--- src/rtl/keyframe_track_sampler_unit_defines.svh ---
// assertion macros for the keyframe track sampler
// used by files that check their own control logic; expects clk_i and rst_ni in scope
`ifndef KEYFRAME_TRACK_SAMPLER_UNIT_DEFINES_SVH
`define KEYFRAME_TRACK_SAMPLER_UNIT_DEFINES_SVH
`ifndef SYNTH
`define KTSU_ASSERT(lbl, prop, msg) \
  lbl: assert property (@(posedge clk_i) disable iff (!rst_ni) prop) else $error(msg);
`define KTSU_ASSERT_NEXT(lbl, pre, post, msg) \
  `KTSU_ASSERT(lbl, (pre) |=> (post), msg)
`else
`define KTSU_ASSERT(lbl, prop, msg)
`define KTSU_ASSERT_NEXT(lbl, pre, post, msg)
`endif
`endif

--- src/rtl/ktsu_ram.sv ---
// generic single write, single read ram with registered read data
// no dependencies
module ktsu_ram #(
  parameter int WIDTH = 32,
  parameter int DEPTH = 64
) (
  input  logic                     clk_i,
  input  logic                     we_i,
  input  logic [$clog2(DEPTH)-1:0] waddr_i,
  input  logic [WIDTH-1:0]         wdata_i,
  input  logic [$clog2(DEPTH)-1:0] raddr_i,
  output logic [WIDTH-1:0]         rdata_o
);
  logic [WIDTH-1:0] mem_q [DEPTH];
  logic [WIDTH-1:0] rdata_q;

  always_ff @(posedge clk_i) begin
    if (we_i) begin
      mem_q[waddr_i] <= wdata_i;
    end
    rdata_q <= mem_q[raddr_i];
  end

  assign rdata_o = rdata_q;
endmodule

--- config.mk ---
export PLATFORM = sky130hd
export DESIGN_NAME = ktsu_ram
export DESIGN_NICKNAME = d
export VERILOG_FILES = /design/src/rtl/keyframe_track_sampler_unit_defines.svh /design/src/rtl/ktsu_ram.sv
export SDC_FILE = /design/constraint.sdc
export NUM_CORES = 2
export LEC_CHECK = 0
export ABC_AREA = 1
export BUFFER_PORTS_ARGS = -buffer_cell sky130_fd_sc_hd__buf_2
export CORE_ASPECT_RATIO = 1.25
export CORE_UTILIZATION = 30
export CTS_BUF_LIST = sky130_fd_sc_hd__clkbuf_8 sky130_fd_sc_hd__clkbuf_16
export CTS_CLUSTER_SIZE = 16
export DETAILED_ROUTE_END_ITERATION = 10
export GPL_ROUTABILITY_DRIVEN = 0
export GPL_TIMING_DRIVEN = 0
export PLACE_DENSITY = 0.46
export SLEW_MARGIN = 0
export SYNTH_ARGS = -nofsm -noshare
export SYNTH_HDL_FRONTEND = slang
export SYNTH_SLANG_ARGS = --single-unit
--- constraint.sdc ---
create_clock -name clk_i -period 9.4 [get_ports clk_i]
set_input_delay 0.94 -clock clk_i [delete_from_list [all_inputs] [get_ports clk_i]]
set_output_delay 0.94 -clock clk_i [all_outputs]
set_load 0.02 [all_outputs]
# After elaboration in Yosys (flattened, before gate mapping)
# Memories as Yosys holds them, arrays and structs flattened. A register that Yosys moved wholly into a read port is not among the register bits.
# Cells that the tools add are included.
[op_classes] muxes=2
[op_table] operator="1-bit 2-to-1 mux" count=2
[totals] out_inout_bits=32 elab_cells=3 in_bits=46 ff_bits=0 ram_bits=2048 memories=1
[mem_list] name="mem_q" words=64 width=32 rd=1 rd_clocked_by_memory_dff=1 wr=1 line_no="ktsu_ram.sv:14" rtl="logic [WIDTH-1:0] mem_q [DEPTH];"

# Depth between registers and ports, before layout
[logic_depth] depth_word=2 mapped_depth=13 mapped_depth_nobuf=9

# Least setup slack after synthesis
# OpenSTA, ideal clock, no wires.
[synth_path] path_kind="input to register" start="in we_i" end="mem mem_q[48][0], enable pin" path_buffers=1 cell_stages=3 required_ps=8898 setup_time_ps=502 path_slack_ps=4330 arrival_time_ps=4568 cell_sequence="clkbuf_1 > nand4_1 > nor4_1"
[synth_via] elab_chain_len=2
[synth_rtl] element="from (decl)" line_no="ktsu_ram.sv:8" rtl="input logic we_i,"
[synth_rtl] element="1-bit 2-to-1 mux" line_no="ktsu_ram.sv:18" rtl="if (we_i) begin"
[synth_rtl] element="1-bit 2-to-1 mux (implied by the code)" line_no="ktsu_ram.sv:19" rtl="mem_q[waddr_i] <= wdata_i;"
[synth_rtl] element="to (decl)" line_no="ktsu_ram.sv:14"
# Every way passes these cells.

==> reports/qor.yml <==
critical_path_class: "primary input to flip-flop"
fin_ws_ns: 5.51
synth_seq_area_share_pct: 75.1
postCtsHoldBufs: 0
synth.most_common_cell: "nand2_1"
r2r_start: "mem_q[62][7]"
drt-vias-per-instance: 5.37
cp_max_fo: 10
post_cts_buffers: 0
cts_buffers: 208
nNetsFinal: 7266
drv_slew: 11
r2r_setup_slack_ns: 7.08
dieWidth_um: 472
finClkSkew_ns: 0.0749
drt_first_pass_iters: 9
synth_enable_flop_cells: 2048
wl_mm: 358
drtAntennaViolNets: 0
port_buffers: 69
async_flop_share_pct: 0
whs_endpoint: "mem_q[56][20]"
critPathRequiredTime_ns: 10.11
grt_pass1_wl_mm: 475
min_period_ns: 3.89
end_kind: "flip-flop"
hold_viol: 0
grt_antenna_before_repair: 38
core-area_um2: 274000
ys_top_cells_by_area: "edfxtp_1, nand3_1, nand2_1, buf_2, dfxtp_1"
worstHoldPathCells: 1
fin_crit_sh_pct: 41.4
min-delay-start: "wdata_i[20]"
worstMarginPinSlew_ns: 1.51
irDropWorstVdd_v: 0.000152
n_fill_cell: 26800
multi_input_area_um2: 18800
design.die.area_um2: 278000
die-height_um: 589
clk_latency_ns: 0.91
grt-ovfl-total: 0
initial_core_util_pct: 30.2
grt_max_degree: 65
synth_area_per_cell_um2: 12.2
fin_util_pct: 35.5
yosysTopAreaCell: "edfxtp_1"
drtIter0Drc: 8405
grt_pass1_vias: 54400
cts_root_buf: "clkbuf_16"
synth.distinct_cells: 16
critPathLaunchType: "primary input"
rsz0062_at_grt: "false"
fmax_mhz: 257
drc: 0
htreeDepth: 4
arrival_ns: 4.60
post-dp-hpwl_mm: 254
syn_area_um2: 82700
ctsResizeCount: 0
timing.slew.headroom_pct: -0.817
clockBufferDepth: 4
hp-class: "primary input to flip-flop"
syn_to_final_growth_pct: 17.7
worst_r2r_endpoint: "rdata_o[7]"
drive_above_1_share_pct: 12.5
violations: "capacitance limit, slew limit"
synth_top_area_share_pct: 74.3
synth_seq_cells: 2080
power_density_nw_per_um2: 206
max_cap_viol_count: 1
clkTransAtPathRegs_ns: 0.06
synth_common_cells: "nand2_1, edfxtp_1, nand3_1, buf_2, clkbuf_1"
track_usage_pct: 25.1
syn_inst: 6769
io_pins: 78
num_rows: 215
worstRegToRegCells: 8
post-place-ws_ns: 4.85
cts_sinks: 2080
wl_per_cell_um: 32.7
setup_viol: 0
yosysWarnings: 0
synth_top_flop_cell: "edfxtp_1"
seqCellArea_um2: 62100
outcome: "finished, violations left"
cellLeakagePower_nw: 34.4
vias: 58900
cts_tree: "done"
syn_nets: 6815
==> critical path, cell delays in order <==
cell	delay (ns)
buf_2	0.13
clkbuf_1	1.07
clkbuf_1	1.03
nand3_1	0.15
nand3_1	0.17
nand3_1	0.20
nand2_1	0.32
nand2_1	0.13
nand2_1	0.40
==> flip-flops by register name (all words and copies together) (netlist names) <==
| signal | flops |
|---|---|
| mem_q | 2048 |
| rdata_o | 32 |
==> layout make-up <==
type	instances	area share, %
inverters	12	0.0488
flip-flops and latches	2080	63.8
well taps	3580	4.60
plain buffers	449	2.32
multi-input cells	4228	19.3
clock inverters	146	1.04
diodes	11	0.0283
repair buffers	241	3.31
clock buffers	222	5.58
==> worst max-delay path by stage <==
stage,startpoint,endpoint,slack (ns),depth (start not counted)
finish,raddr_i[2],rdata_o[3],5.51,9
detailed placement,raddr_i[2],rdata_o[11],4.85,9
global placement,we_i,mem_q[51][8],-3.68,3
floorplan,we_i,mem_q[48][0],4.33,3
CTS,raddr_i[2],rdata_o[11],5.75,9
global route,raddr_i[2],rdata_o[12],5.73,9
==> report_power, final <==
group	leakage, nW	internal [mW]	switching [mW]
registers	18.7	10.3	0.0174
logic	12.3	0.328	1.26
clock network	3.35	4.49	3.69
==> metal layers <==
layer  track usage, %  vias up  share of wire [%]
met3             3.74      807                8.0
met4             15.1       14                6.9
met1             30.5    29800                 37
met5                0        -              0.024
met2             42.2     3230                 48
li1                 -    25100                  -
==> placed cells by master (no fill, tap or decap), types with 56 or more instances in the layout <==
master     Yosys  layout
nand2_1     2248    2248
buf_2        282     321
buf_4         45     133
nor2_4         0      56
inv_1          9      58
nand3_1     1907    1907
edfxtp_1    2048    2048
clkbuf_16      0     211
buf_12         0      90
clkbuf_1      77      74
==> cells by family after synthesis <==
group,count (synthesis),share of synthesized area (%)
simple gates,4228,22.1
flops,2080,75.1
buf+inv,461,2.78
==> metrics by stage <==
| step | power (mW) | std cells | area, um2 | TNS [ns] | hold WS (ns) |
|---|---|---|---|---|---|
| final | 20.0 | 11000 | 97400 | 0 | 0.393 |
| after global routing | 20.4 | 11000 | 97400 | 0 | 0.378 |
| after CTS | 20.1 | 11000 | 97400 | 0 | 0.359 |
| after detailed placement | 12.0 | 10600 | 90900 | 0 | 0.969 |
| after global placement | 12.0 | 10400 | 87600 | -838.76 | 0.988 |
| after floorplan | 11.1 | 6769 | 82700 | 0 | 0.721 |
(Power assumes the default switching activity.)
