## config.mk

```make
export PLATFORM = sky130hd
export DESIGN_NAME = ktsu_norm
export DESIGN_NICKNAME = d
export VERILOG_FILES = /design/src/rtl/keyframe_track_sampler_unit_defines.svh /design/src/rtl/ktsu_norm.sv
export SDC_FILE = /design/constraint.sdc
export NUM_CORES = 1
export LEC_CHECK = 0
export BUFFER_PORTS_ARGS = -buffer_cell sky130_fd_sc_hd__buf_2
export CAP_MARGIN = 20
export CORE_UTILIZATION = 65
export CTS_CLUSTER_DIAMETER = 50
export DETAILED_ROUTE_END_ITERATION = 7
export HOLD_SLACK_MARGIN = 0.05
export PLACE_DENSITY_LB_ADDON = 0.3
export SYNTH_ARGS = -nofsm -noshare
export SYNTH_HDL_FRONTEND = slang
export SYNTH_SLANG_ARGS = --single-unit
export TNS_END_PERCENT = 50
```

## constraint.sdc

```tcl
create_clock -name clk_i -period 10.2 [get_ports clk_i]
set_clock_uncertainty 0.15 [all_clocks]
set_input_delay 1.53 -clock clk_i [delete_from_list [all_inputs] [get_ports clk_i]]
set_output_delay 1.53 -clock clk_i [all_outputs]
set_load 0.05 [all_outputs]
```

## src/rtl/keyframe_track_sampler_unit_defines.svh

```systemverilog
// assertion macros for the keyframe track sampler
// used by files that check their own control logic; expects clk_i and rst_ni in scope
`ifndef KEYFRAME_TRACK_SAMPLER_UNIT_DEFINES_SVH
`define KEYFRAME_TRACK_SAMPLER_UNIT_DEFINES_SVH
`ifndef SYNTH
`define KTSU_ASSERT(lbl, prop, msg) \
  lbl: assert property (@(posedge clk_i) disable iff (!rst_ni) prop) else $error(msg);
`define KTSU_ASSERT_NEXT(lbl, pre, post, msg) \
  `KTSU_ASSERT(lbl, (pre) |=> (post), msg)
`else
`define KTSU_ASSERT(lbl, prop, msg)
`define KTSU_ASSERT_NEXT(lbl, pre, post, msg)
`endif
`endif

```

## src/rtl/ktsu_norm.sv

```systemverilog
// merging stage: sum of lane squares and bit-serial integer square root
// no dependencies; an overflowing sum gives a norm of 2^32
module ktsu_norm (
  input  logic        clk_i,
  input  logic        rst_ni,
  input  logic        start_i,
  input  logic [63:0] sq0_i,
  input  logic [63:0] sq1_i,
  input  logic [63:0] sq2_i,
  input  logic [63:0] sq3_i,
  output logic        done_o,
  output logic [32:0] norm_o
);
  logic [64:0] sum;
  logic [63:0] n_q, res_q, bit_q;
  logic        carry_q;
  logic [5:0]  cnt_q;
  logic        done_q;
  logic [63:0] trial;

  assign sum   = 65'(sq0_i) + 65'(sq1_i) + 65'(sq2_i) + 65'(sq3_i);
  assign trial = res_q + bit_q;

  always_ff @(posedge clk_i or negedge rst_ni) begin
    if (!rst_ni) begin
      cnt_q  <= '0;
      done_q <= 1'b0;
    end else begin
      done_q <= 1'b0;
      if (start_i) begin
        cnt_q <= 6'd32;
      end else if (cnt_q != '0) begin
        cnt_q  <= cnt_q - 6'd1;
        done_q <= cnt_q == 6'd1;
      end
    end
  end

  always_ff @(posedge clk_i) begin
    if (start_i) begin
      n_q     <= sum[63:0];
      carry_q <= sum[64];
      res_q   <= '0;
      bit_q   <= 64'd1 << 62;
    end else if (cnt_q != '0) begin
      if (n_q >= trial) begin
        n_q   <= n_q - trial;
        res_q <= (res_q >> 1) + bit_q;
      end else begin
        res_q <= res_q >> 1;
      end
      bit_q <= bit_q >> 2;
    end
  end

  assign done_o = done_q;
  assign norm_o = carry_q ? 33'h1_0000_0000 : res_q[32:0];
endmodule

```

======== Yosys cells after proc, flatten, opt, wreduce, memory -nomap -nowiden ========
Cells that the tools add are included.
word-level totals
  memory bits (writable) .................. 0
  word-level logic and storage cells ...... 28
  memories ................................ 0
  flip-flop bits (word level) ............. 168
  memory bits (read-only) ................. 0
  output and inout bits ................... 34
  bits in latches ......................... 0
cells by class
  multipliers ............................. 0
  add/subtract/negate cells ............... 7
  bitwise gates (word level) .............. 0
  reductions and logical operators ........ 4
  order comparisons ....................... 1
  shift-type cells ........................ 0
  eq/ne operators ......................... 1
  div/mod/pow operators ................... 0
  mux-type cells .......................... 9
operator list
  kind                   count
  $mux W64               4
  $add A65 B64 Y65       2
  $add A64 B64 Y65       1
  $add A63 B63 Y64       1
  $add A64 B63 Y64       1
  $ge A64 B64 Y1         1
  $sub A64 B64 Y64       1
  $mux W33               1
  $mux W6                2
  $eq A6 B1 Y1 const B   1
  $reduce_bool A6 Y1     1
  $sub A6 B1 Y6 const B  1
  $reduce_bool A2 Y1     2
  $mux W1                2
  $reduce_and A2 Y1      1

======== Logic depth before layout (Yosys ltp) ========
  depth after elaboration ................. 5
  depth in mapped cells ................... 26

======== Worst setup path after synthesis ========
No wires, ideal clock.
  path type ............................... register -> register
  start ................................... register res_q[2]
  end ..................................... register n_q[0], enable pin
  arrival time ............................ 5.785 ns
  slack ................................... 3.574 ns
  setup time .............................. 0.691 ns
  period minus slack after synthesis ...... 6.626 ns
  stages on the path, launching flop included .. 22
  buffers on the path ..................... 2
  cell sequence ........................... dfxtp_1 ha_1 a31o_2 a31oi_1 o21ai_0 a21oi_1 o211ai_1 a31o_2 a211oi_1 o21ai_0 xnor2_1 ha_1 a21o_1 a211oi_1 o21ai_0 a211oi_1 nor2_1 or3_1 buf_2 buf_2 nand2_1 nand2_1
between the ends
  longest elaborated chain between the ends .. 4
RTL lines
  what                          line             text
  from (decl)                   ktsu_norm.sv:15  logic [63:0] n_q, res_q, bit_q;
  from (signal assigned)        ktsu_norm.sv:48  res_q <= (res_q >> 1) + bit_q;
  from (signal assigned)        ktsu_norm.sv:50  res_q <= res_q >> 1;
  $add A64 B63 Y64              ktsu_norm.sv:22  assign trial = res_q + bit_q;
  $ge A64 B64 Y1                ktsu_norm.sv:46  if (n_q >= trial) begin
  $reduce_bool A2 Y1 (no line)  n/a
  $reduce_and A2 Y1 (no line)   n/a
  to (signal assigned)          ktsu_norm.sv:41  n_q <= sum[63:0];
  to (signal assigned)          ktsu_norm.sv:47  n_q <= n_q - trial;
  to (decl)                     ktsu_norm.sv:15
Every way passes these cells.
A chain may end at the register's enable or synchronous reset.

======== Worst setup path in the final report ========
  start ................................... register res_q[2]
  end ..................................... register n_q[43], enable pin
Same word-level chain as after synthesis.

==> out/summary.txt <==
Postcts setup bufs = 0
Critical R2R Launch = res_q[2]
Final Net Count = 3486
Final Cycle Share = 0.742
Wire length per cell = 19.1 um
Final setup TNS = 0 ns
Crit-path max FO = 33
Max Buffers Root-to-Sink = 2
NetSw = 3.61 mW
Clock power frac = 0.098
Root buffer cell = clkbuf_16
Slew Limit Fails = 0
Final WS setup = 2.63 ns
Ports = 293
Crit. End Element = flip-flop
CTS Buf Count = 17
WS Path Type = flip-flop to flip-flop
Critical path launch point type = flip-flop
Worst skew pair latency = 0.45 ns
Post-Place Worst Slack = 2.75 ns
CTS Hold Buffers Added = 0
Synth-to-Final Area Change = 9.82%
CTS tree = done
Tmin final = 7.57 ns
Fill count = 2579
Grt total ovfl = 0
Predominant post-synthesis flop cell = dfxtp_1
Largest net degree at the start of global routing = 85
Starting Density = 0.664
DRT iter0 DRCs = 2276
Slew @ Worst Pin = 0.925 ns
#FFs+latches synth = 168
Fmax = 132 MHz
RSZ-0062 raised after global routing = false
Asr flop ratio synth = 0.0417
Post-synth EDFFs = 65
Clock Pin Slew Worst Setup and Hold Paths = 0.07 ns
Post-synth cell types = 81
Status = finished, final reports clean
Commonest cells after routing, fill and taps aside = nand2_1 (306), buf_2 (291), a21oi_1 (254)
Worst VDD drop = 0.206 mV
CP Data Required Time = 10.16 ns
Cells after synthesis = 2724
Ratio of cells with drive above 1 in the final layout = 0.128
Core Area = 32800 um2
Syn avg cell area = 7.99 um2
Gr usage total = 0.371
Logic pwr share = 0.711
Average vias per placed instance = 6.52
Data arrival, critical path = 7.52 ns
Most common library cell in the layout ignoring fill and taps = nand2_1
Synthesis Warnings = 0
Total of max-cap violations = 0
Post-Syn Nets = 3308
Number of endpoints failing setup at the final stage = 0
Vias = 21905
Routed WL = 64.1 mm
DRT Pass-1 Iters = 6
Rel. slew slack = 0.381
HPWL Detailed = 50.4 mm
Vias in the first global route = 20661
H-tree lvl count = 4
Routability cong. = 0.967
Multi-input logic area = 16900 um2
PostCTS Resize Cnt = 0
Initial antenna violation count = 2
Antenna viol nets, final = 0
Crit-path cells = ha_1, a31o_2, a31oi_1, o21ai_0, a21oi_1, o211ai_1, a31o_2, a211oi_1, o21ai_0, xnor2_1, ha_1, nand2_1, nor3_1, nand3_1, a2111oi_2, or3_1, buf_4, nand2_1, nand2_2, buf_4
Sw Ratio = 0.528
Sink Count = 168
Slowest Stage Delay on Critical Path = 0.76 ns
Internal = 3.23 mW
Sequential cell area = 4050 um2
Die area = 34200 um2
DRC errors left = 0
Fin. Hold Viols = 0
First-pass GRT wire length = 101 mm
Crit path max-delay family = compound AO/OA/AOI/OAI gates
Reg power frac = 0.191
Worst hold start = bit_q[0]
LEAKAGE = 9.80 nW
Chip width = 185 um
PwrDens = 286 nW/um2
Rows = 66
Crit path launch = res_q[2]
Die Y-Extent = 185 um
Mapped Area = 21800 um2
Seq/Total Area, Yosys = 0.186
Port Buffers = 292
Slowest stage cell on the critical path = nand2_2
HP Class = flip-flop to flip-flop
CP bufs+invs = 2
==> worst register-to-register path, cell delays in order (launching register included) <==
cell and delay [ns]:
dfxtp_1 0.36, ha_1 0.36, a31o_2 0.29, a31oi_1 0.17, o21ai_0 0.21, a21oi_1 0.54
o211ai_1 0.26, a31o_2 0.33, a211oi_1 0.59, o21ai_0 0.29, xnor2_1 0.21, ha_1 0.43
nand2_1 0.11, nor3_1 0.28, nand3_1 0.22, a2111oi_2 0.39, or3_1 0.19, buf_4 0.35
nand2_1 0.22, nand2_2 0.76, buf_4 0.53
==> cells by family (layout without fill, tap and decap cells) <==
logic type,Yosys count,in the layout,synth area share
simple gates,917,917,0.195
compound gates,870,870,0.256
fa+ha+maj,325,325,0.231
xor+xnor,212,212,0.0853
buf+inv,212,403,0.0375
flops,168,168,0.186
mux,20,20,0.00931
other cells,0,1,0
==> synthesized netlist by cell type (all sizes together), types with 15 or more instances <==
cell    count  area (um2)
nand3      57         285
a21o       72         541
buf        20        95.1
nor3       76         380
or3        23         144
mux2i      18         180
a21oi     254        1270
nand2b     21         131
nand4      53         332
xor2       97         850
clkbuf    122         458
xnor2     115        1010
dfxtp      96        1920
nor2      236         886
o21a       20         150
nor2b      48         300
fa        129        2580
a211oi     82         628
o31ai      17         128
a31oi      60         375
inv        69         259
and2       19         119
o21ai     183         923
ha        196        2450
o21bai     38         285
and3       29         181
o211ai     19         148
nand2     308        1160
edfxtp     65        1950
nor4       26         169
a31o       15         131
==> sequential cells by signal (all words and copies together) (netlist names) <==
register and count:
n_q 64, res_q 64, bit_q 32, cnt_q 6
carry_q 1, done_o 1
==> worst paths after layout <==
check	endpoint	slack (ns)	cells past startpoint
setup / recovery	n_q[43]	2.63	20
hold / removal	bit_q[0]	0.33	2
hold reg to reg	bit_q[0]	0.33	2
setup reg to reg	n_q[43]	2.63	20
min in group asynchronous	cnt_q[5]	0.75	1
max in group asynchronous	cnt_q[1]	9.00	1
==> stage by stage <==
step,instances,hold WS (ns),utilization,instance area [um2],total power [mW]
6_report,3358,0.328,0.729,23900,6.85
3_3_place_gp,3325,0.313,0.711,23300,5.91
3_5_place_dp,3325,0.318,0.711,23300,6.02
2_1_floorplan,2724,0.302,-,21800,4.86
5_1_grt,3357,0.358,0.729,23900,7.36
4_1_cts,3357,0.327,0.729,23900,6.72
==> power groups by stage <==
stage | sequential (mW) | clock, mW | combinational (mW)
after floorplan | 1.18 | 0 | 3.68
after detailed placement | 1.30 | 0 | 4.71
after global placement | 1.30 | 0 | 4.62
after global routing | 1.33 | 0.691 | 5.34
after CTS | 1.29 | 0.669 | 4.76
final | 1.31 | 0.668 | 4.87
==> final cells by class <==
type | instances | area share
multi-input combinational | 2344 | 0.708
sequential | 168 | 0.169
timing repair buffer | 301 | 0.0640
tap | 442 | 0.0231
clock buffer | 19 | 0.0190
inverter | 70 | 0.0110
clock inverter | 13 | 0.00555
antenna | 1 | 0.000105
==> layer usage <==
| layer | wire (um) | global-route usage |
|---|---|---|
| met5 | 13 | 0 |
| met1 | 27500 | 0.504 |
| met3 | 5730 | 0.0600 |
| met2 | 28900 | 0.596 |
| met4 | 1900 | 0.134 |
Power figures use the tool's default switching activity.
