[src/rtl/keyframe_track_sampler_unit_defines.svh]
// assertion macros for the keyframe track sampler
// used by files that check their own control logic; expects clk_i and rst_ni in scope
`ifndef KEYFRAME_TRACK_SAMPLER_UNIT_DEFINES_SVH
`define KEYFRAME_TRACK_SAMPLER_UNIT_DEFINES_SVH
`ifndef SYNTH
`define KTSU_ASSERT(lbl, prop, msg) \
  lbl: assert property (@(posedge clk_i) disable iff (!rst_ni) prop) else $error(msg);
`define KTSU_ASSERT_NEXT(lbl, pre, post, msg) \
  `KTSU_ASSERT(lbl, (pre) |=> (post), msg)
`else
`define KTSU_ASSERT(lbl, prop, msg)
`define KTSU_ASSERT_NEXT(lbl, pre, post, msg)
`endif
`endif

[src/rtl/ktsu_div.sv]
// restoring divider, one quotient bit per cycle
// no dependencies; done_o pulses when quotient and remainder are ready
module ktsu_div #(
  parameter int NW = 48,
  parameter int DW = 32
) (
  input  logic          clk_i,
  input  logic          rst_ni,
  input  logic          start_i,
  input  logic [NW-1:0] num_i,
  input  logic [DW-1:0] den_i,
  output logic          done_o,
  output logic [NW-1:0] quot_o,
  output logic [DW-1:0] rem_o
);
  localparam int CW = $clog2(NW + 1);

  logic [CW-1:0] cnt_q;
  logic          done_q;
  logic [NW-1:0] quot_q;
  logic [DW-1:0] rem_q;
  logic [DW-1:0] den_q;
  logic [DW:0]   trial;
  logic          take;

  assign trial = {rem_q, quot_q[NW-1]};
  assign take  = trial >= {1'b0, den_q};

  always_ff @(posedge clk_i or negedge rst_ni) begin
    if (!rst_ni) begin
      cnt_q  <= '0;
      done_q <= 1'b0;
    end else begin
      done_q <= 1'b0;
      if (start_i) begin
        cnt_q <= CW'(NW);
      end else if (cnt_q != '0) begin
        cnt_q  <= cnt_q - CW'(1);
        done_q <= cnt_q == CW'(1);
      end
    end
  end

  always_ff @(posedge clk_i) begin
    if (start_i) begin
      quot_q <= num_i;
      rem_q  <= '0;
      den_q  <= den_i;
    end else if (cnt_q != '0) begin
      quot_q <= {quot_q[NW-2:0], take};
      rem_q  <= take ? DW'(trial - {1'b0, den_q}) : trial[DW-1:0];
    end
  end

  assign done_o = done_q;
  assign quot_o = quot_q;
  assign rem_o  = rem_q;
endmodule

[config.mk]
export PLATFORM = sky130hd
export DESIGN_NAME = ktsu_div
export DESIGN_NICKNAME = d
export VERILOG_FILES = /design/src/rtl/keyframe_track_sampler_unit_defines.svh /design/src/rtl/ktsu_div.sv
export SDC_FILE = /design/constraint.sdc
export NUM_CORES = 1
export LEC_CHECK = 0
export BUFFER_PORTS_ARGS = -buffer_cell sky130_fd_sc_hd__buf_2
export CORE_MARGIN = 4
export CORE_UTILIZATION = 45
export DETAILED_ROUTE_END_ITERATION = 12
export PLACE_DENSITY = 0.72
export SLEW_MARGIN = 20
export SYNTH_ARGS = -nofsm -noshare
export SYNTH_HDL_FRONTEND = slang
export SYNTH_SLANG_ARGS = --single-unit
[constraint.sdc]
create_clock -name clk_i -period 2.7 [get_ports clk_i]
set_input_delay 0.135 -clock clk_i [delete_from_list [all_inputs] [get_ports clk_i]]
set_output_delay 0.135 -clock clk_i [all_outputs]
set_load 0.01 [all_outputs]
**Yosys cells after proc, flatten, opt, wreduce, memory -nomap -nowiden**

Cells that the tools add are included.

- Add/subtract/negate cells: 2
- Magnitude comparators: 1
- Eq/ne operators: 1
- Mux-type cells: 7
- Reductions and logical operators: 2

Operator list:

| cell | count |
|---|---|
| 48-bit 2-to-1 mux | 2 |
| 33-bit by 32-bit >= comparator with 1-bit output | 1 |
| 32-bit 2-to-1 mux | 1 |
| 32-bit subtractor | 1 |
| 6-bit 2-to-1 mux | 2 |
| 6-bit by 1-bit == test with 1-bit output, second input constant | 1 |
| 6-bit nonzero test | 1 |
| 6-bit by 1-bit subtractor with 6-bit output, second input constant | 1 |
| 1-bit 2-to-1 mux | 2 |
| 2-bit nonzero test | 1 |

- Register bits after elaboration: 119
- Input bits: 83
- Output and inout port bits: 81
- Word-level logic and storage cells: 18

**Longest topological paths before layout**

Gate-level depths: netlist (run 1).

- Word-level depth: 3
- Mapped depth: 14
- Mapped depth without buffers: 12

**Least setup slack after synthesis (run 1)**

Ideal clock, no wire load.

- Path type: reg-to-reg
- Start: reg quot_q[47] (netlist: quot_o[47])
- End: reg rem_q[28] (netlist: rem_o[28])
- Library setup time: 59 ps
- Arrival: 2643 ps
- Required time: 2641 ps
- Setup slack: -2 ps
- Cell stages (with the launch flop): 12
- Buffers on the path: 0
- Clock period less this slack: 2702 ps
- Cells stage by stage: edfxtp_1 inv_1 ha_1 fa_1 nand2b_1 a2111o_1 nand3_1 nor3b_1 a211oi_1 or3_1 nand4_1 o311a_2

- Longest elaborated chain between the ends: 2
- Elaborated cells between the ends (all ways): 3
- Classes of those cells: 1 x add/sub; 1 x order compare; 1 x mux

RTL lines:

| item | RTL line | RTL |
|---|---|---|
| start, declared | ktsu_div.sv:20 | `logic [NW-1:0] quot_q;` |
| start signal, assigned | ktsu_div.sv:46 | `quot_q <= num_i;` |
| start signal, assigned | ktsu_div.sv:50 | `quot_q <= {quot_q[NW-2:0], take};` |
| 32-bit subtractor or 33-bit by 32-bit >= comparator with 1-bit output (tied branches) | ktsu_div.sv:51, ktsu_div.sv:27 |  |
| 32-bit 2-to-1 mux (*) | ktsu_div.sv:51 | `rem_q <= take ? DW'(trial - {1'b0, den_q}) : trial[DW-1:0];` |
| end signal, assigned | ktsu_div.sv:51 |  |
| end, declared | ktsu_div.sv:21 | `logic [DW-1:0] rem_q;` |

Every way passes the cells marked *; elsewhere a longest branch is shown, timed or not.
A chain may end at the register's enable or synchronous reset.

**Worst setup path after layout (run 1)**

- Start: reg den_q[12]
- End: reg rem_q[11] (netlist: rem_o[11])

- Longest elaborated chain between the ends: 2

RTL lines:

| item | RTL line | RTL |
|---|---|---|
| start, declared | ktsu_div.sv:22 | `logic [DW-1:0] den_q;` |
| start signal, assigned | ktsu_div.sv:48 | `den_q <= den_i;` |
| 33-bit by 32-bit >= comparator with 1-bit output | ktsu_div.sv:27 | `assign take = trial >= {1'b0, den_q};` |
| 32-bit 2-to-1 mux | ktsu_div.sv:51 |  |

Every way passes these cells.

==> impl_metrics.toml, run 1 <==
[power_and_ir_drop]
p_int_mw = 6.08
seqPwrFrac_pct = 27.0
swShare_pct = 36.0
power.leakage_nw = 4.37
combinationalPowerShare_pct = 45.9
pwr-share-clk_pct = 27.1
p_per_area_nw_per_um2 = 993
peakVddDrop_v = 0.000622
p_sw_mw = 3.42

[sta]
clock.fmax_ghz = 0.369
period_minus_slack_ns = 2.71
holdWs_ns = 0.0172
maxSlewHeadroom_pct = 34.0
rsz0062_at_grt = "yes"
worst_slew_pin_slew_ns = 0.988
finalHoldViolCount = 0
fin_crit_sh_pct = 100
slew_viol_final = 0
setup_viol = 1
fin_skew_ns = 0.00491
setup_ws_ns = -0.00835

[worst_setup_path]
path_class = "reg2reg"
cp_max_fo = 7
end_kind = "register"
cp.arrival_ns = 3.03
timing.rr.start = "den_q[12]"
worstSetupStartpoint = "den_q[12]"
timing.critical_path.from_type = "register"
r2r_slack_ns = -0.008
timing.rr.end = "rem_o[11]"
reg2regPathDepth = 14
cp.required_ns = 3.02
crit_end = "rem_o[11]"

[clock_tree]
clkTransAtPathRegs_ns = 0.06
htreeDepth = 4
clock_path_buffers = 2
tritoncts = "done"
clock_latency_ns = 0.42
root_buffer = "clkbuf_16"
cts.sinks = 119
cts_buffers = 17

[global_route]
grt_max_degree = 49
grt_pass1_vias = 6028
overflow = 0
antenna_found_initial = 0
grt_pass1_wl_mm = 29.6
grtUsageTotal_pct = 22.8

[place]
pre_cts_ws_ns = -0.192
place_hpwl_mm = 13.3
post_dp_cell_area_sq_um = 8040
placed_cells = 1001
place.gp.congestion = 0.939
port_buffers = 163

[yosys]
synth_edf_count = 80
synth_seq_area_share_pct = 48.9
syn_avg_cell_area_sq_um = 10.7
synth_fp_nets = 733
synth_cell_types = 67
yosysWarnings = 0
synthArstFlopShare_pct = 5.88
syn-instance-count = 615
synth_flop_cell = "edfxtp_1"
synth-seq-cells = 119
syn-cell-area_sq_um = 6580

[finish]
multi_input_area_sq_um = 3300
regArea_sq_um = 3220
final_cell_count_no_fill = 1088
final_layout_size_suffix_gt1_share_pct = 42.4
nets = 1013
fillCellCount = 1069
n_antenna_cell = 0
fin_area_sq_um = 9570
area_delta_synth_final_pct = 45.5
final_util_pct = 67.9

[floorplanning]
num_io_pins = 164
rows = 43
start_util_pct = 46.7
fp.dieW_microns = 129
die_area_sq_um = 16600
die_y_microns = 129
core_sq_um = 14100

[route]
drtIter0Drc = 504
vias = 5988
route.met2.wl_mm = 9.31
wl_met3_mm = 1.75
dr.max_layer_used = "met4"
via_per_inst = 5.50
detail-route-antenna-nets = 0
first_pass_iters = 5
wire_per_inst_microns = 17.8
drt-met1-wl_mm = 7.84
drc = 0
wl_mm = 19.4

[status]
status = "finished with violations"
violations = "negative setup slack"

[worst_hold_path]
hold_class = "in2reg"
hold_start = "num_i[11]"

[flow_run]
maxCapViolCount = 0
-- sequential cells by signal, indices dropped and copies added (netlist names) --
| signal | flops |
|---|---|
| done_o | 1 |
| cnt_q | 6 |
| den_q | 32 |
| rem_o | 32 |
| quot_o | 48 |
-- synth_stat cells, types with 5 or more instances --
cell	count	area (sq um)
xor2_1	10	87.6
nand3_1	25	125
nand2_1	73	274
a21o_1	7	52.6
a32oi_1	6	52.6
buf_2	9	45.0
a311oi_1	15	131
nand4_1	7	43.8
inv_1	52	195
clkbuf_1	9	33.8
xnor2_1	18	158
a21oi_1	28	140
o21ai_0	19	95.1
edfxtp_1	80	2400
dfxtp_1	32	641
nor2_1	36	135
ha_1	34	425
o21bai_1	5	37.5
mux2_2	48	541
dfrtp_1	7	175
nand2b_1	5	31.3
a211oi_1	5	37.5
buf_4	6	45.0
-- per-stage QoR --
step / total power, mW / TNS, ns
after floorplan: 4.77 / 0
after detailed placement: 6.28 / -0.821
final: 9.50 / -0.00835
after global routing: 10.0 / -0.529
after CTS: 9.04 / -0.0234
after global placement: 6.18 / -0.280
-- final cells by class --
cell class,instances,area share [%]
clock buffers,17,4.45
multi-input cells,416,34.4
repair buffers,289,20.6
clock inverters,15,2.51
well taps,180,2.35
inverters,52,2.04
flip-flops and latches,119,33.6
-- cells in the final DEF, fill, tap and decap left out, drive strengths merged, types with 4 or more instances in the layout --
cell type / n
a21o: 7
o31ai: 4
dfxtp: 32
a21oi: 28
nand2: 75
dfrtp: 7
xor2: 10
edfxtp: 80
ha: 34
o21ai: 21
xnor2: 18
a211oi: 5
a31oi: 4
mux2: 48
nand2b: 5
nor2: 37
a311oi: 15
a32oi: 6
and2: 4
o21bai: 5
buf: 242
dlygate4sd3: 45
nand3: 26
bufinv: 5
clkbuf: 19
nand4: 8
or3: 5
inv: 58
o21a: 4
-- logic make-up (layout without fill, tap and decap cells) --
logic type	after synthesis	in the layout	share of synthesized area [%]
buffers and inverters	80	373	5.54
flip-flops	119	119	48.9
adder cells (fa/ha/maj)	35	35	6.77
AND/OR/NAND/NOR	171	171	12.0
AO/OA/AOI/OAI	131	131	14.4
XOR/XNOR	28	28	3.73
multiplexers	51	51	8.67
-- timing repair --
| item | 4_1_cts | 5_1_grt |
|---|---|---|
| hold buffers | 45 | 0 |
| endpoints found under the setup margin | 16 | 32 |
| pin swaps | 7 | 30 |
| hold endpoints to repair | 51 | 0 |
| buffers inserted | 2 | 6 |
| gates cloned | 0 | 2 |
| gates resized for setup | 19 | 42 |
-- power groups by stage --
stage	Clock, mW	Combinational (mW)	Sequential, mW
2_1_floorplan	0	2.08	2.69
3_3_place_gp	0	3.62	2.56
3_5_place_dp	0	3.70	2.58
4_1_cts	2.61	3.89	2.55
5_1_grt	2.70	4.69	2.61
6_report	2.57	4.36	2.57
-- routing by layer --
metal  up-vias  track usage [%]
met3        44             7.51
met2       291             37.0
met5         -                0
met1      2833             28.1
li1       2820                -
met4         0             9.02
-- worst min path at each step --
stage                      end  depth (start not counted)
finish              quot_o[11]                          2
global route        quot_o[25]                          2
CTS                  quot_o[5]                          2
detailed placement      done_o                          1
global placement        done_o                          1
floorplan             cnt_q[0]                          0
-- worst max-delay path: stages, from the launching register on --
cell	delay (ns)
edfxtp_1	0.34
inv_2	0.05
ha_4	0.28
buf_6	0.11
buf_4	0.12
nand4_1	0.12
nor4_2	0.28
buf_4	0.18
a31oi_1	0.09
o21a_2	0.27
o41ai_4	0.06
buf_6	0.20
buf_12	0.13
nand2_1	0.07
a311oi_1	0.30
Note: power is estimated with default switching activity, not from simulation.
==> run 2, diff against run 1 <==
--- a/config.mk
+++ b/config.mk
@@ -7,4 +7,5 @@
 export LEC_CHECK = 0
 export BUFFER_PORTS_ARGS = -buffer_cell sky130_fd_sc_hd__buf_2
+export CORE_ASPECT_RATIO = 2
 export CORE_MARGIN = 4
 export CORE_UTILIZATION = 45
==> constraint.sdc (replaced) <==
create_clock -name clk_i -period 2.4 [get_ports clk_i]
set_input_delay 0.12 -clock clk_i [delete_from_list [all_inputs] [get_ports clk_i]]
set_output_delay 0.12 -clock clk_i [all_outputs]
set_load 0.05 [all_outputs]
==> run 2 against run 1 <==
Effect of this change: the run still ends with negative setup slack left; global-route usage rose by 4.6 points; combinational power is 64% higher; largest power group unchanged; hold slack worse by 0.0055 ns; utilization is 6.1 points higher; critical path type unchanged; fmax decreased by 2.3%; die area increased by 0.71%; via count is 8.7% higher; non-clock buffer count increased by 85.
==> impl_metrics.toml, run 2 (same netlist as run 1, synthesis figures left out) <==
[power_and_ir_drop]
seqPwrFrac_pct = 23.0
power.leakage_nw = 4.86
swShare_pct = 41.8
p_int_mw = 7.34
peakVddDrop_v = 0.000642
pwr-share-clk_pct = 20.5
combinationalPowerShare_pct = 56.5
p_sw_mw = 5.27
p_per_area_nw_per_um2 = 1190

[sta]
worst_slew_pin_slew_ns = 0.741
fin_crit_sh_pct = 116
period_minus_slack_ns = 2.77
finalHoldViolCount = 0
setup_viol = 33
fin_skew_ns = 0.00720
clock.fmax_ghz = 0.361
slew_viol_final = 0
holdWs_ns = 0.0117
maxSlewHeadroom_pct = 50.6
setup_ws_ns = -0.373
rsz0062_at_grt = "yes"

[global_route]
antenna_found_initial = 0
grt_pass1_vias = 6907
grtUsageTotal_pct = 27.3
grt_max_degree = 57
grt_pass1_wl_mm = 34.8
overflow = 0

[route]
first_pass_iters = 4
wl_mm = 23.1
drtIter0Drc = 339
wire_per_inst_microns = 19.5
drc = 0
via_per_inst = 5.49
detail-route-antenna-nets = 0
vias = 6511

[finish]
final_cell_mix = "buf_2, buf_4, edfxtp_1"
final_util_pct = 74.0
largest_reg_flops = 48
nets = 1098
fillCellCount = 951
n_antenna_cell = 0
area_delta_synth_final_pct = 61.5
final_layout_size_suffix_gt1_share_pct = 50.8
fin_area_sq_um = 10600
layout_commonest_cell = "buf_2"

[floorplanning]
num_io_pins = 164
die_y_microns = 179
core_sq_um = 14400
die_area_sq_um = 16700
fp.dieW_microns = 93.5
start_util_pct = 45.8
rows = 62

[worst_setup_path]
timing.critical_path.from_type = "register"
cp.required_ns = 2.71
cp.arrival_ns = 3.08
end_kind = "register"
r2r_slack_ns = -0.37
path_class = "reg2reg"
cp_max_fo = 17

[flow_run]
maxCapViolCount = 0

[clock_tree]
tritoncts = "done"
cts_buffers = 17
root_buffer = "clkbuf_16"
htreeDepth = 4
clkTransAtPathRegs_ns = 0.05
clock_latency_ns = 0.42
cts.sinks = 119
clock_path_buffers = 2

[place]
post_dp_cell_area_sq_um = 8640
place.gp.congestion = 0.968
place_hpwl_mm = 16.0
port_buffers = 163

[status]
violations = "negative setup slack"
status = "finished with violations"

[worst_hold_path]
hold_class = "in2reg"
## run 2: cell count changes in the layout (fill, tap and decap cells not counted), sizes merged
| cell | previous run | this run |
|---|---|---|
| dlygate4sd3 | 45 | 64 |
| clkbuf | 19 | 21 |
| clkinv | 2 | 5 |
| bufinv | 5 | 3 |
| buf | 242 | 308 |
| clkinvlp | 2 | 5 |
| inv | 58 | 52 |
## run 2: worst max-delay path, cell delays in order (launching register included)
cell and delay, ns:
edfxtp_1 0.38, inv_2 0.07, ha_4 0.26, nor2b_4 0.12, o21a_1 0.14, a311o_1 0.33
nand4_4 0.15, nand3_4 0.11, nand2_4 0.07, buf_6 0.14, o41a_4 0.40, buf_12 0.18
mux2i_1 0.12, a22o_1 0.19
## run 2: final timing paths
| path | endpoint | start | cells after the start |
|---|---|---|---|
| min in group asynchronous | cnt_q[2] | rst_ni | 2 |
| max in group asynchronous | cnt_q[1] | rst_ni | 2 |
| worst max-delay path | rem_o[0] | den_q[1] | 13 |
| worst min-delay path | quot_o[47] | num_i[47] | 2 |
| worst max register to register | rem_o[0] | den_q[1] | 13 |
| worst min register to register | cnt_q[4] | cnt_q[4] | 2 |
## run 2: layer usage
layer  track usage (%)  vias up  part of all wire [%]
li1                  -     2984                     -
met1              26.5     3115                    33
met2              51.3      317                    55
met3              6.26       95                   6.1
met4              16.1        0                   5.8
met5                 0        -                     0
## run 2: cell type report
cell class | count | area, sq um | area share, %
Multi-Input combinational cell | 416 | 3650 | 34.3
Sequential cell | 119 | 3240 | 30.5
Timing Repair Buffer | 374 | 2700 | 25.4
Clock buffer | 19 | 433 | 4.08
Tap cell | 192 | 240 | 2.26
Inverter | 52 | 199 | 1.87
Clock inverter | 13 | 155 | 1.46
## run 2: through the flow
stage | setup slack [ns] | setup TNS [ns] | power (mW) | instances
floorplan | -0.460 | -9.74 | 6.50 | 615
global placement | -0.387 | -8.52 | 8.52 | 1064
detailed placement | -0.497 | -12.11 | 8.64 | 1064
CTS | -0.353 | -7.60 | 11.9 | 1171
global route | -0.437 | -11.73 | 13.2 | 1185
finish | -0.373 | -9.30 | 12.6 | 1185
## run 2: repair_timing
item                       in CTS  in global routing
cloned                          1                  2
resized for setup              61                 38
hold endpoints to repair       70                  0
pin swaps                      29                 30
setup buffers                  11                 12
hold buffers                   64                  0
setup endpoints to repair      33                 33
## run 2: power by group through the flow
stage	combinational, mW	sequential [mW]	clock, mW
2_1_floorplan	2.49	4.01	0
3_3_place_gp	5.62	2.91	0
3_5_place_dp	5.73	2.92	0
4_1_cts	6.43	2.89	2.61
5_1_grt	7.50	2.95	2.71
6_report	7.13	2.90	2.58
